File: config.mk
export PLATFORM = sky130hd
export DESIGN_NAME = cms_ctrl
export DESIGN_NICKNAME = d
export VERILOG_FILES = /design/src/sv/cms_pkg.sv /design/src/sv/cms_ctrl.sv
export SDC_FILE = /design/constraint.sdc
export NUM_CORES = 1
export LEC_CHECK = 0
export ABC_AREA = 1
export BUFFER_PORTS_ARGS = -buffer_cell sky130_fd_sc_hd__buf_2
export CORE_MARGIN = 5
export CORE_UTILIZATION = 40
export DETAILED_ROUTE_END_ITERATION = 6
export PLACE_DENSITY = 0.64
export SLEW_MARGIN = 25
export SYNTH_ARGS = -nofsm -noshare
export SYNTH_HDL_FRONTEND = slang
export SYNTH_SLANG_ARGS = --single-unit
File: constraint.sdc
create_clock -name aclk -period 2.11 [get_ports aclk]
set_input_delay 0.633 -clock aclk [delete_from_list [all_inputs] [get_ports aclk]]
set_output_delay 0.633 -clock aclk [all_outputs]
set_load 0.05 [all_outputs]
File: src/sv/cms_pkg.sv
// Shared types, constants and defaults for the count-min sketch.
// Depends on nothing; used by every module of the sketch.
package cms_pkg;

    localparam logic [63:0] MM_MUL   = 64'hc6a4a7935bd1e995;
    localparam logic [63:0] MM_MUL8  = 64'(MM_MUL << 3);
    localparam int          MM_SHIFT = 47;

    localparam int DEF_MAX_ROWS   = 8;
    localparam int DEF_MAX_WIDTH  = 1024;
    localparam int DEF_COUNT_BITS = 32;

    localparam int ROW_W   = 4;
    localparam int WIDTH_W = 11;
    localparam int SEED_W  = 31;
    localparam int PHI_W   = 17;
    localparam int TOT_W   = 32;
    localparam int EST_W   = 32;
    localparam int REM_W   = 11;
    localparam int CIDX_W  = 4;
    localparam int CDAT_W  = 32;
    localparam int STEP_W  = 4;
    localparam int DIV_BITS = 4;
    localparam int MUL_PHASES = 4;

    localparam logic [TOT_W-1:0] TOTAL_MAX = '1;

    localparam logic [CIDX_W-1:0] CFG_ROWS  = 4'd0;
    localparam logic [CIDX_W-1:0] CFG_WIDTH = 4'd1;
    localparam logic [CIDX_W-1:0] CFG_SEED  = 4'd2;
    localparam logic [CIDX_W-1:0] CFG_PHI   = 4'd3;

    localparam logic [ROW_W-1:0]   RST_ROWS  = 4'd4;
    localparam logic [WIDTH_W-1:0] RST_WIDTH = 11'd1024;
    localparam logic [SEED_W-1:0]  RST_SEED  = '0;
    localparam logic [PHI_W-1:0]   RST_PHI   = 17'd6554;

    typedef struct packed {
        logic             clr;
        logic             accept;
        logic             mul_en;
        logic [1:0]       mul_ph;
        logic             xsh;
        logic             save_k;
        logic             ld_row;
        logic             div_step;
        logic             rd;
        logic             rmw;
        logic             first;
        logic             fin;
        logic             ld_out;
        logic [ROW_W-1:0] row;
    } cmd_t;

    typedef struct packed {
        logic clr_last;
        logic out_free;
    } sts_t;

endpackage

File: src/sv/cms_ctrl.sv
// Controller state machine of the count-min sketch.
// Depends on cms_pkg; drives the datapath cms_dp by command and status structs.
module cms_ctrl #(
    parameter int MAX_ROWS = cms_pkg::DEF_MAX_ROWS
) (
    input  logic                      aclk,
    input  logic                      aresetn,
    input  logic                      s_valid,
    output logic                      s_ready,
    input  logic [cms_pkg::ROW_W-1:0] rows_in_use,
    output cms_pkg::cmd_t             cmd,
    input  cms_pkg::sts_t             sts
);

    localparam logic [3:0] ST_CLEAR = 4'd0;
    localparam logic [3:0] ST_IDLE  = 4'd1;
    localparam logic [3:0] ST_KMUL1 = 4'd2;
    localparam logic [3:0] ST_KSH   = 4'd3;
    localparam logic [3:0] ST_KMUL2 = 4'd4;
    localparam logic [3:0] ST_KSAVE = 4'd5;
    localparam logic [3:0] ST_ROW   = 4'd6;
    localparam logic [3:0] ST_HMUL1 = 4'd7;
    localparam logic [3:0] ST_HSH1  = 4'd8;
    localparam logic [3:0] ST_HMUL2 = 4'd9;
    localparam logic [3:0] ST_HSH2  = 4'd10;
    localparam logic [3:0] ST_DIV   = 4'd11;
    localparam logic [3:0] ST_RD    = 4'd12;
    localparam logic [3:0] ST_RMW   = 4'd13;
    localparam logic [3:0] ST_FIN   = 4'd14;
    localparam logic [3:0] ST_OUT   = 4'd15;

    localparam logic [cms_pkg::STEP_W-1:0] MUL_LAST =
        cms_pkg::STEP_W'(cms_pkg::MUL_PHASES - 1);
    localparam logic [cms_pkg::STEP_W-1:0] DIV_LAST =
        cms_pkg::STEP_W'(64 / cms_pkg::DIV_BITS - 1);

    logic [3:0]                  state_reg, state_next;
    logic [cms_pkg::STEP_W-1:0]  step_reg, step_next;
    logic [cms_pkg::ROW_W-1:0]   row_reg, row_next;
    logic [cms_pkg::ROW_W-1:0]   last_row;

    always_comb begin
        if (rows_in_use == '0) begin
            last_row = '0;
        end else if (int'(rows_in_use) > MAX_ROWS) begin
            last_row = cms_pkg::ROW_W'(MAX_ROWS - 1);
        end else begin
            last_row = rows_in_use - 1'b1;
        end
    end

    always_comb begin
        state_next = state_reg;
        step_next  = step_reg;
        row_next   = row_reg;
        cmd        = '0;
        cmd.row    = row_reg;
        cmd.mul_ph = step_reg[1:0];
        cmd.first  = (row_reg == '0);
        unique case (state_reg)
            ST_CLEAR: begin
                cmd.clr = 1'b1;
                if (sts.clr_last) begin
                    state_next = ST_IDLE;
                end
            end
            ST_IDLE: begin
                if (s_valid) begin
                    cmd.accept = 1'b1;
                    step_next  = '0;
                    row_next   = '0;
                    state_next = ST_KMUL1;
                end
            end
            ST_KMUL1, ST_KMUL2, ST_HMUL1, ST_HMUL2: begin
                cmd.mul_en = 1'b1;
                step_next  = step_reg + 1'b1;
                if (step_reg == MUL_LAST) begin
                    step_next = '0;
                    unique case (state_reg)
                        ST_KMUL1: state_next = ST_KSH;
                        ST_KMUL2: state_next = ST_KSAVE;
                        ST_HMUL1: state_next = ST_HSH1;
                        default:  state_next = ST_HSH2;
                    endcase
                end
            end
            ST_KSH: begin
                cmd.xsh    = 1'b1;
                state_next = ST_KMUL2;
            end
            ST_KSAVE: begin
                cmd.save_k = 1'b1;
                state_next = ST_ROW;
            end
            ST_ROW: begin
                cmd.ld_row = 1'b1;
                state_next = ST_HMUL1;
            end
            ST_HSH1: begin
                cmd.xsh    = 1'b1;
                state_next = ST_HMUL2;
            end
            ST_HSH2: begin
                cmd.xsh    = 1'b1;
                state_next = ST_DIV;
            end
            ST_DIV: begin
                cmd.div_step = 1'b1;
                step_next    = step_reg + 1'b1;
                if (step_reg == DIV_LAST) begin
                    step_next  = '0;
                    state_next = ST_RD;
                end
            end
            ST_RD: begin
                cmd.rd     = 1'b1;
                state_next = ST_RMW;
            end
            ST_RMW: begin
                cmd.rmw = 1'b1;
                if (row_reg == last_row) begin
                    state_next = ST_FIN;
                end else begin
                    row_next   = row_reg + 1'b1;
                    state_next = ST_ROW;
                end
            end
            ST_FIN: begin
                cmd.fin    = 1'b1;
                state_next = ST_OUT;
            end
            ST_OUT: begin
                if (sts.out_free) begin
                    cmd.ld_out = 1'b1;
                    state_next = ST_IDLE;
                end
            end
            default: state_next = ST_IDLE;
        endcase
    end

    always_ff @(posedge aclk) begin
        if (!aresetn) begin
            state_reg <= ST_CLEAR;
            step_reg  <= '0;
            row_reg   <= '0;
        end else begin
            state_reg <= state_next;
            step_reg  <= step_next;
            row_reg   <= row_next;
        end
    end

    assign s_ready = (state_reg == ST_IDLE);

endmodule

==> results of run 1 <==
-- tightest hold or removal path, delay by kind of cell, from the launching register on --
family             cells  cell delay, ns
AOI/OAI and AO/OA      1            0.05
and+or+nand+nor        1            0.07
DFF                    1            0.34
-- what timing repair did --
action | in CTS | in global routing
setup buffers | 0 | 0
resized for setup | 4 | 9
endpoints found under the setup margin | 3 | 9
gates cloned | 0 | 0
-- power by group through the flow --
stage	combinational, mW	clock (mW)	sequential, mW
after floorplan	0.754	0	0.334
after global placement	0.904	0	0.331
after detailed placement	0.917	0	0.330
after CTS	0.928	0.187	0.328
after global routing	1.01	0.201	0.341
final	0.922	0.186	0.334
-- cell usage after synthesis (all sizes together) --
cell type | n | area (um2)
nand3 | 17 | 110
ha | 4 | 50.1
a21oi | 12 | 60.1
nand4 | 1 | 6.26
nor3b | 1 | 7.51
nand2 | 48 | 203
inv | 29 | 109
or2 | 1 | 6.26
o21ai | 7 | 38.8
dfxtp | 12 | 240
xor2 | 3 | 26.3
nor2 | 27 | 145
xnor2 | 1 | 8.76
nor3 | 2 | 21.3
buf | 2 | 15.0
nand3b | 1 | 7.51
-- final timing paths --
check | from | cells past startpoint | endpoint | slack [ns]
hold / removal | step_reg[1] | 2 | step_reg[1] | 0.50
setup reg to reg | state_reg[1] | 10 | step_reg[3] | 0.63
hold reg to reg | step_reg[1] | 2 | step_reg[1] | 0.50
setup / recovery | state_reg[1] | 5 | cmd[15] | 0.08
-- per-layer routing --
layer  up-vias  GRT usage
met5         -          0
met4         0     0.0364
met3         2     0.0189
met2        24      0.264
met1       494      0.175
li1        586          -
-- logic make-up after synthesis --
group,after synthesis
and+or+nand+nor,98
buffers and inverters,31
AOI/OAI and AO/OA,19
DFF,12
xor gates and xnor gates,4
adders and majority gates,4
-- final cells by class --
type,count,area (um2)
Fill cell,266,1210
Multi-Input combinational cell,125,706
Sequential cell,12,245
Timing Repair Buffer,27,154
Inverter,29,109
Tap cell,30,37.5
Clock buffer,4,36.3
-- stage by stage --
step / hold slack, ns / util / cells
after floorplan: 0.470 / - / 168
after global placement: 0.488 / 0.489 / 223
after detailed placement: 0.498 / 0.489 / 223
after CTS: 0.508 / 0.507 / 227
after global routing: 0.536 / 0.515 / 227
final: 0.503 / 0.515 / 227
==> impl_results.md, run 1 <==
- Critical Path AT: between 1 and 1.5 ns
- Maxcap violations: 0
- Distinct cells, synth: 26
- Final period util: 0.961
- CTS Buffer Depth: 2
- Slowest stage delay, CP: just under 0.4 ns
- Adder-cell share of the synthesized area: 0.0474
- Die X: slightly above 60 um
- HP Class: flop to flop
- Status: completed
- Power Total: 1.44 mW
- Crit path cell chain: inv_1 -> nor2_1 -> nand2_1 -> nand3_4 -> buf_4
- Fmax: ~500 MHz
- Pwr Density: 1120 nW/um2
- Clock latency on the worst-skew pair: around 0.27 ns
- CP Launch Type: flop
- Diode count: 0
- Critical Path Slowest Stage Cell: dfxtp_1
- P_int: around 0.64 mW
- Comb pwr share: 0.639
- Final Wtd Congestion: between 0.8 and 0.9
- Clock Sinks: 12
- Final setup viols: 0
- Met1 wire length: between 1000 and 1500 um
- Sequential share of power: 0.231
- Row count: 18
- Initial DRC count: 49
- Area grow syn2layout: 22.1%
- TritonCTS Buffers: 3
- CTS root buf: clkbuf_4
- Final Hold Viols: 0
- RSZ-0062 raised after global routing: no
- Dpl hpwl: approximately 2000 um
- Switch share: 0.557
- Synth Area in XOR/XNOR: 0.0332
- Slew margin rel.: 0.815
- Worst Skew: 0.00400 ns
- DR WL/cell: 10.8 um
- Nets: roughly 210
- Via density: 4.87
- DR WL met2: 1230 um
- Uppermost layer routed: met4
- Kind of critical path: flop to output pin
- Commonest non-fill, non-tap cell in the layout: nand2_1
- Post-Synth Simple-Gate Area: 0.480
- Complex-gate fraction of the synthesized area: 0.0937
- Worst slack at placement: between 0.015 and 0.02 ns
- Avg Synthesized Cell Area: 6.28 um2
- Shortest period the worst path allows: ~2.0 ns
- Critical Path RT: 1.48 ns
- Final Max Slew Viols: 0
- CP delay by family, top: simple AND/OR/NAND/NOR gates
- TNS Setup: 0 ns
- Chip height: roughly 61 um
- Remaining antenna violation count: 0
- Largest family of logic cells by synthesized area: simple AND/OR/NAND/NOR gates
- Clock share of power: 0.129
- Fin area: between 1000 and 1500 um2
- Hold-fix buffers, CTS: 0
- Remaining Overflow, GRT: 0
- Number of I/O pins: 28
- DRC errors left: 0
- IO Port Bufs: 27
- First-pass GRT wire length: 4150 um
- Tot GR Track Use: 0.143
- Antenna violations before repair: 0
- Vias: roughly 1100
- CTS tree: done
- DR pass1 iterations: 4
- Leakage: 0.667 nW
- Critical Path Fanout Max: 5
- Cells after Synth: between 150 and 200
- Most frequent cells in the layout: nand2_1 (41), inv_1 (24), buf_2 (21)
- Critical path capture point type: output pin
- Tightest Pin Transition: around 0.28 ns
- Ys Warns: 0
- Core outline area: 2500 um2
- Switching pwr: approximately 0.80 mW
- Post-synthesis mux area share: 0
- Die footprint: around 3800 um2
- Post-Syn Area: between 1000 and 1500 um2
- Initial core utilization: 0.422
- Post-synthesis register bit count: 12
- CTS HTree Levels: 1
- WL met3: between 100 and 150 um
- Layout cells sized above 1: 0.320
- Sequential share of the synthesized area: 0.228
- Worst VDD drop: between 0.0007 and 0.0008 V
- Area after DPL: around 1200 um2
- Final wirelength: about 2500 um
- Final WS setup: around 0.083 ns
- Syn nets: 181
- Largest net degree at the start of global routing: 8
- Vias in the first global route: about 1100
- Clk pin slew, worst setup/hold paths: approximately 0.080 ns
- Buf+Inv Stages, Crit Path: 2
No activity file was read; power rests on OpenSTA's default activity.
==> inputs of run 2 (changes only) <==
REMOVE_ABC_BUFFERS = 1   (was unset)
==> impl_results.md, run 2 (same netlist as run 1, synthesis figures left out) <==
- Vias: ~1100
- Final Hold Viols: 0
- Antenna violations before repair: 0
- Comb pwr share: 0.644
- Row count: 18
- Clock latency on the worst-skew pair: between 0.2 and 0.3 ns
- Uppermost layer routed: met4
- Pwr Density: 1120 nW/um2
- Final period util: 0.961
- Number of I/O pins: 28
- Critical Path RT: 1.48 ns
- CP Launch Type: flop
- Die footprint: about 3800 um2
- Status: completed
- Nets: between 200 and 250
- Maxcap violations: 0
- Sequential share of power: 0.229
- Critical Path Slowest Stage Cell: dfxtp_2
- WL met3: 116 um
- Critical path capture point type: output pin
- Power Total: roughly 1.5 mW
- Clock Sinks: 12
- Area after DPL: roughly 1200 um2
- DR pass1 iterations: 5
- Largest net degree at the start of global routing: 8
- Worst reg2reg startpoint: state_reg[1]
- Critical Path Fanout Max: 6
- Die X: approximately 61 um
- Critical Path AT: 1.39 ns
- CTS root buf: clkbuf_4
- DR WL met2: 1180 um
- Initial core utilization: 0.422
- Tightest Pin Transition: 0.309 ns
- DR WL/cell: about 11 um
- Kind of critical path: flop to output pin
- Worst reg-to-reg setup slack: around 0.61 ns
- Met1 wire length: between 1000 and 1500 um
- Most frequent cells in the layout: nand2_1 (41), inv_1 (24), buf_2 (18)
- WHS Endpoint: step_reg[1]
- HP Class: flop to flop
- Area grow syn2layout: 23.7%
- Core outline area: roughly 2500 um2
- Final setup viols: 0
- Tot GR Track Use: 0.153
- Clock share of power: 0.127
- Layout cells sized above 1: 0.317
- Fin area: 1310 um2
- Hold-fix buffers, CTS: 0
- First-pass GRT wire length: roughly 4400 um
- Reg area: ~240 um2
- Commonest non-fill, non-tap cell in the layout: nand2_1
- Clk pin slew, worst setup/hold paths: about 0.080 ns
- Final Wtd Congestion: just over 0.8
- Dpl hpwl: 1980 um
- IO Port Bufs: 27
- TritonCTS Buffers: 3
- Slew margin rel.: 0.794
- Crit path cell chain: inv_2 -> nor2_2 -> nand2_1 -> nand3_4 -> buf_4
- Via density: around 4.9
- Slowest stage delay, CP: approximately 0.40 ns
- Switching pwr: ~0.81 mW
- CTS tree: done
- Initial DRC count: 31
- Cells on worst reg2reg path: 10
- Shortest period the worst path allows: between 2 and 2.5 ns
- Hold Slack: 0.513 ns
- Worst Skew: around 0.0016 ns
- Worst VDD drop: about 0.00083 V
- Multi-input logic area: roughly 700 um2
- Final wirelength: 2470 um
- RSZ-0062 raised after global routing: no
- Vias in the first global route: 1031
- Critical R2R Capture: step_reg[3]
- Layout filler cell count: ~260
- Final Max Slew Viols: 0
- Min-delay src: step_reg[1]
- Fmax: 493 MHz
- Hold depth: 2
- Remaining antenna violation count: 0
- Switch share: 0.555
- CTS HTree Levels: 1
- Remaining Overflow, GRT: 0
- Chip height: around 60 um
- Leakage: 0.676 nW
- DRC errors left: 0
- CTS Buffer Depth: 2
- P_int: approximately 0.65 mW
- Diode count: 0
[run 2: cell type report]
class / instances / area share
clock buffers: 4 / 0.0278
inverters: 29 / 0.0834
multi-input cells: 125 / 0.535
flip-flops and latches: 12 / 0.187
well taps: 30 / 0.0288
repair buffers: 29 / 0.138
[run 2: critical path, delay by kind of cell (launching register included)]
| kind | cells | cell delay, ns |
|---|---|---|
| flops | 1 | 0.40 |
| buf+inv | 2 | 0.30 |
| simple gates | 3 | 0.43 |
[run 2: metrics by stage]
step	utilization	TNS, ns	std cells	setup WS, ns
after floorplan	-	-0.960	166	-0.481
after global placement	0.485	0	223	0.0801
after detailed placement	0.485	0	223	0.00248
after CTS	0.503	0	227	0.0152
after global routing	0.522	0	229	0.00139
final	0.522	0	229	0.0823
[run 2: layer usage]
metal,up-vias,track usage
li1,591,-
met1,514,0.192
met2,19,0.261
met3,4,0.0294
met4,0,0.0545
met5,-,0
[run 2: what timing repair did]
action | in CTS | in global routing
pin swaps | 0 | 1
setup endpoints to repair | 3 | 11
buffers inserted | 0 | 2
gates resized for setup | 4 | 14
[run 2: worst max-delay path by stage]
stage / depth (start not counted) / slack [ns] / end / start
finish: 5 / 0.08 / cmd[15] / state_reg[0]
global route: 5 / 0.001 / cmd[15] / state_reg[0]
global placement: 15 / 0.08 / row_reg[1] / rows_in_use[0]
detailed placement: 14 / 0.002 / row_reg[2] / rows_in_use[0]
floorplan: 3 / -0.48 / cmd[6] / row_reg[0]
CTS: 5 / 0.02 / cmd[10] / state_reg[2]
[run 2: power groups by stage]
| stage | clock (mW) | sequential [mW] | combinational (mW) |
|---|---|---|---|
| finish | 0.185 | 0.334 | 0.938 |
| global route | 0.208 | 0.344 | 1.04 |
| CTS | 0.191 | 0.326 | 0.924 |
| detailed placement | 0 | 0.329 | 0.910 |
| global placement | 0 | 0.329 | 0.900 |
| floorplan | 0 | 0.374 | 0.694 |
==> inputs of run 3 (changes only) <==
ABC_AREA = unset   (was 1)
CTS_CLUSTER_SIZE = 16   (was unset)
PLACE_DENSITY = 0.65   (was 0.64)
==> impl_results.md, run 3 <==
- Hold depth: 2
- Synth area leaders: dfxtp_1 (23%), o21ai_0 (5.3%), inv_1 (5.1%)
- Clk pin slew, worst setup/hold paths: 0.07 ns
- CP Launch Type: input port
- Avg Synthesized Cell Area: around 7 um2
- CTS root buf: clkbuf_4
- Cells on worst reg2reg path: 7
- Shortest period the worst path allows: approximately 2.1 ns
- Worst Skew: 0.00946 ns
- Final Wtd Congestion: roughly 0.83
- Cell taking the most area after synthesis: dfxtp_1
- Fmax: approximately 480 MHz
- IO Port Bufs: 27
- Most common cell in the netlist: inv_1
- Final Max Slew Viols: 0
- Fin area: 1450 um2
- Worst VDD drop: about 0.00064 V
- Post-synthesis register bit count: 12
- Share of synthesized registers carrying an async set or reset: 0
- Post-synth EDFFs: 0
- DR pass1 iterations: 4
- Leakage: between 0.6 and 0.7 nW
- Critical Path Fanout Max: 7
- Final setup viols: 0
- Initial DRC count: 75
- Number of I/O pins: 28
- Post-Syn Area: around 1000 um2
- Power Total: between 1 and 1.5 mW
- Slew margin rel.: 0.691
- Area grow syn2layout: 39.5%
- Core outline area: approximately 2500 um2
- Kind of critical path: input port to flop
- CTS tree: done
- Crit path cell chain: buf_6 -> inv_2 -> ha_4 -> and3b_2 -> o2111ai_1 -> nand3_1 -> o211a_4 -> or4_1 -> o21ai_1
- Critical Path AT: 2.29 ns
- Initial core utilization: 0.418
- Main flop type after synthesis: dfxtp_1
- Layout filler cell count: about 240
- Dpl hpwl: roughly 2100 um
- Diode count: 0
- Critical Path RT: about 2.3 ns
- Status: completed
- Hold-fix buffers, CTS: 0
- Layout cells sized above 1: 0.397
- Row count: 18
- Largest net degree at the start of global routing: 13
- Slowest stage delay, CP: about 0.46 ns
- Distinct cells, synth: 42
- Clock latency on the worst-skew pair: about 0.27 ns
- DRC errors left: 0
- Tightest Pin Transition: 0.458 ns
- Critical Path Slowest Stage Cell: or4_1
- Chip height: ~60 um
- Via density: 5.50
- Tot GR Track Use: 0.159
- Clock Sinks: 12
- Remaining Overflow, GRT: 0
- Synth top cells by count: inv_1 (14), nand2_1 (13), dfxtp_1 (12)
- Die footprint: between 3000 and 4000 um2
- Pwr Density: between 800 and 900 nW/um2
- Die X: between 60 and 70 um
- Most frequent cells in the layout: buf_2 (20), buf_4 (20), nand2_1 (13)
- Area after DPL: 1270 um2
- Cells after Synth: 144
- DR WL/cell: roughly 13 um
- Antenna violations before repair: 0
- Final period util: 0.993
- Ys Warns: 0
- HP Class: flop to flop
- Remaining antenna violation count: 0
- Vias in the first global route: ~1100
- Final Hold Viols: 0
- Vias: 1178
- CTS HTree Levels: 1
- TritonCTS Buffers: 3
- RSZ-0062 raised after global routing: yes
- Final wirelength: between 2000 and 3000 um
- First-pass GRT wire length: approximately 4500 um
- Nets: 199
- Post-synth top area share: 0.232
- Sequential share of the synthesized area: 0.232
- Critical path capture point type: flop
- Maxcap violations: 0
- CTS Buffer Depth: 2
==> run 3: cell count changes in the layout (fill, tap and decap cells not counted), sizes merged, moves of 4 or more <==
cell | before | now
and2 | 0 | 4
buf | 24 | 45
clkbuf | 9 | 4
inv | 29 | 14
nand2 | 48 | 13
nand3 | 17 | 6
nor2 | 27 | 11
nor2b | 0 | 4
o21ai | 7 | 11
==> run 3: cell type report <==
type                       count  area (um2)  area share
multi-input combinational    109         764       0.529
tap                           30        37.5      0.0260
timing repair buffer          46         314       0.217
inverter                      14        52.6      0.0364
sequential                    12         254       0.176
clock buffer                   3        22.5      0.0156
==> run 3: power by group <==
part	leakage, nW	switching [mW]	internal, mW	total (mW)
sequential	0.100	0.0735	0.269	0.342
clock	0.0138	0.0686	0.0659	0.135
combinational	0.542	0.468	0.306	0.774
total	0.656	0.610	0.641	1.25
==> run 3: through the flow <==
| stage | std cells | utilization | hold WS (ns) | setup TNS (ns) | worst slack, ns |
|---|---|---|---|---|---|
| 3_5_place_dp | 206 | 0.513 | 0.538 | -1.73 | -0.424 |
| 2_1_floorplan | 135 | - | 0.497 | -6.90 | -0.924 |
| 4_1_cts | 211 | 0.556 | 0.548 | -0.0566 | -0.0365 |
| 5_1_grt | 214 | 0.583 | 0.576 | -0.0326 | -0.0326 |
| 3_3_place_gp | 206 | 0.513 | 0.522 | -1.45 | -0.350 |
| 6_report | 214 | 0.583 | 0.550 | 0 | 0.0139 |
==> run 3: final timing paths <==
path | start | end | slack (ns)
worst min-delay path | step_reg[3] | step_reg[3] | 0.55
worst max-delay path | rows_in_use[0] | row_reg[0] | 0.01
worst min register to register | step_reg[3] | step_reg[3] | 0.55
worst max register to register | state_reg[0] | state_reg[2] | 0.28
==> run 3: routing by layer <==
layer  track usage  vias up  wire length, um
met2         0.275       26             1430
met3        0.0426        4              131
met1         0.189      554             1290
met4        0.0557        0               34
met5             0        -                0
li1              -      594                -
==> run 3: cells by family after synthesis <==
logic type                 after synthesis  share of synthesized area
AOI/OAI and AO/OA                       33                      0.211
xor gates and xnor gates                 5                     0.0423
adders and majority gates                5                     0.0580
buffers and inverters                   23                     0.0930
DFF                                     12                      0.232
muxes                                    3                     0.0290
and+or+nand+nor                         63                      0.335
==> run 3: critical path, delay by kind of cell <==
kind / cells / cell delay (ns)
and+or+nand+nor: 3 / 0.79
AOI/OAI and AO/OA: 3 / 0.56
buffers and inverters: 2 / 0.12
adders and majority gates: 1 / 0.17
==> run 3: timing repair <==
action / in CTS / in global routing
pin swaps: 7 / 6
setup buffers: 2 / 4
endpoints found under the setup margin: 9 / 8
gates resized for setup: 21 / 15
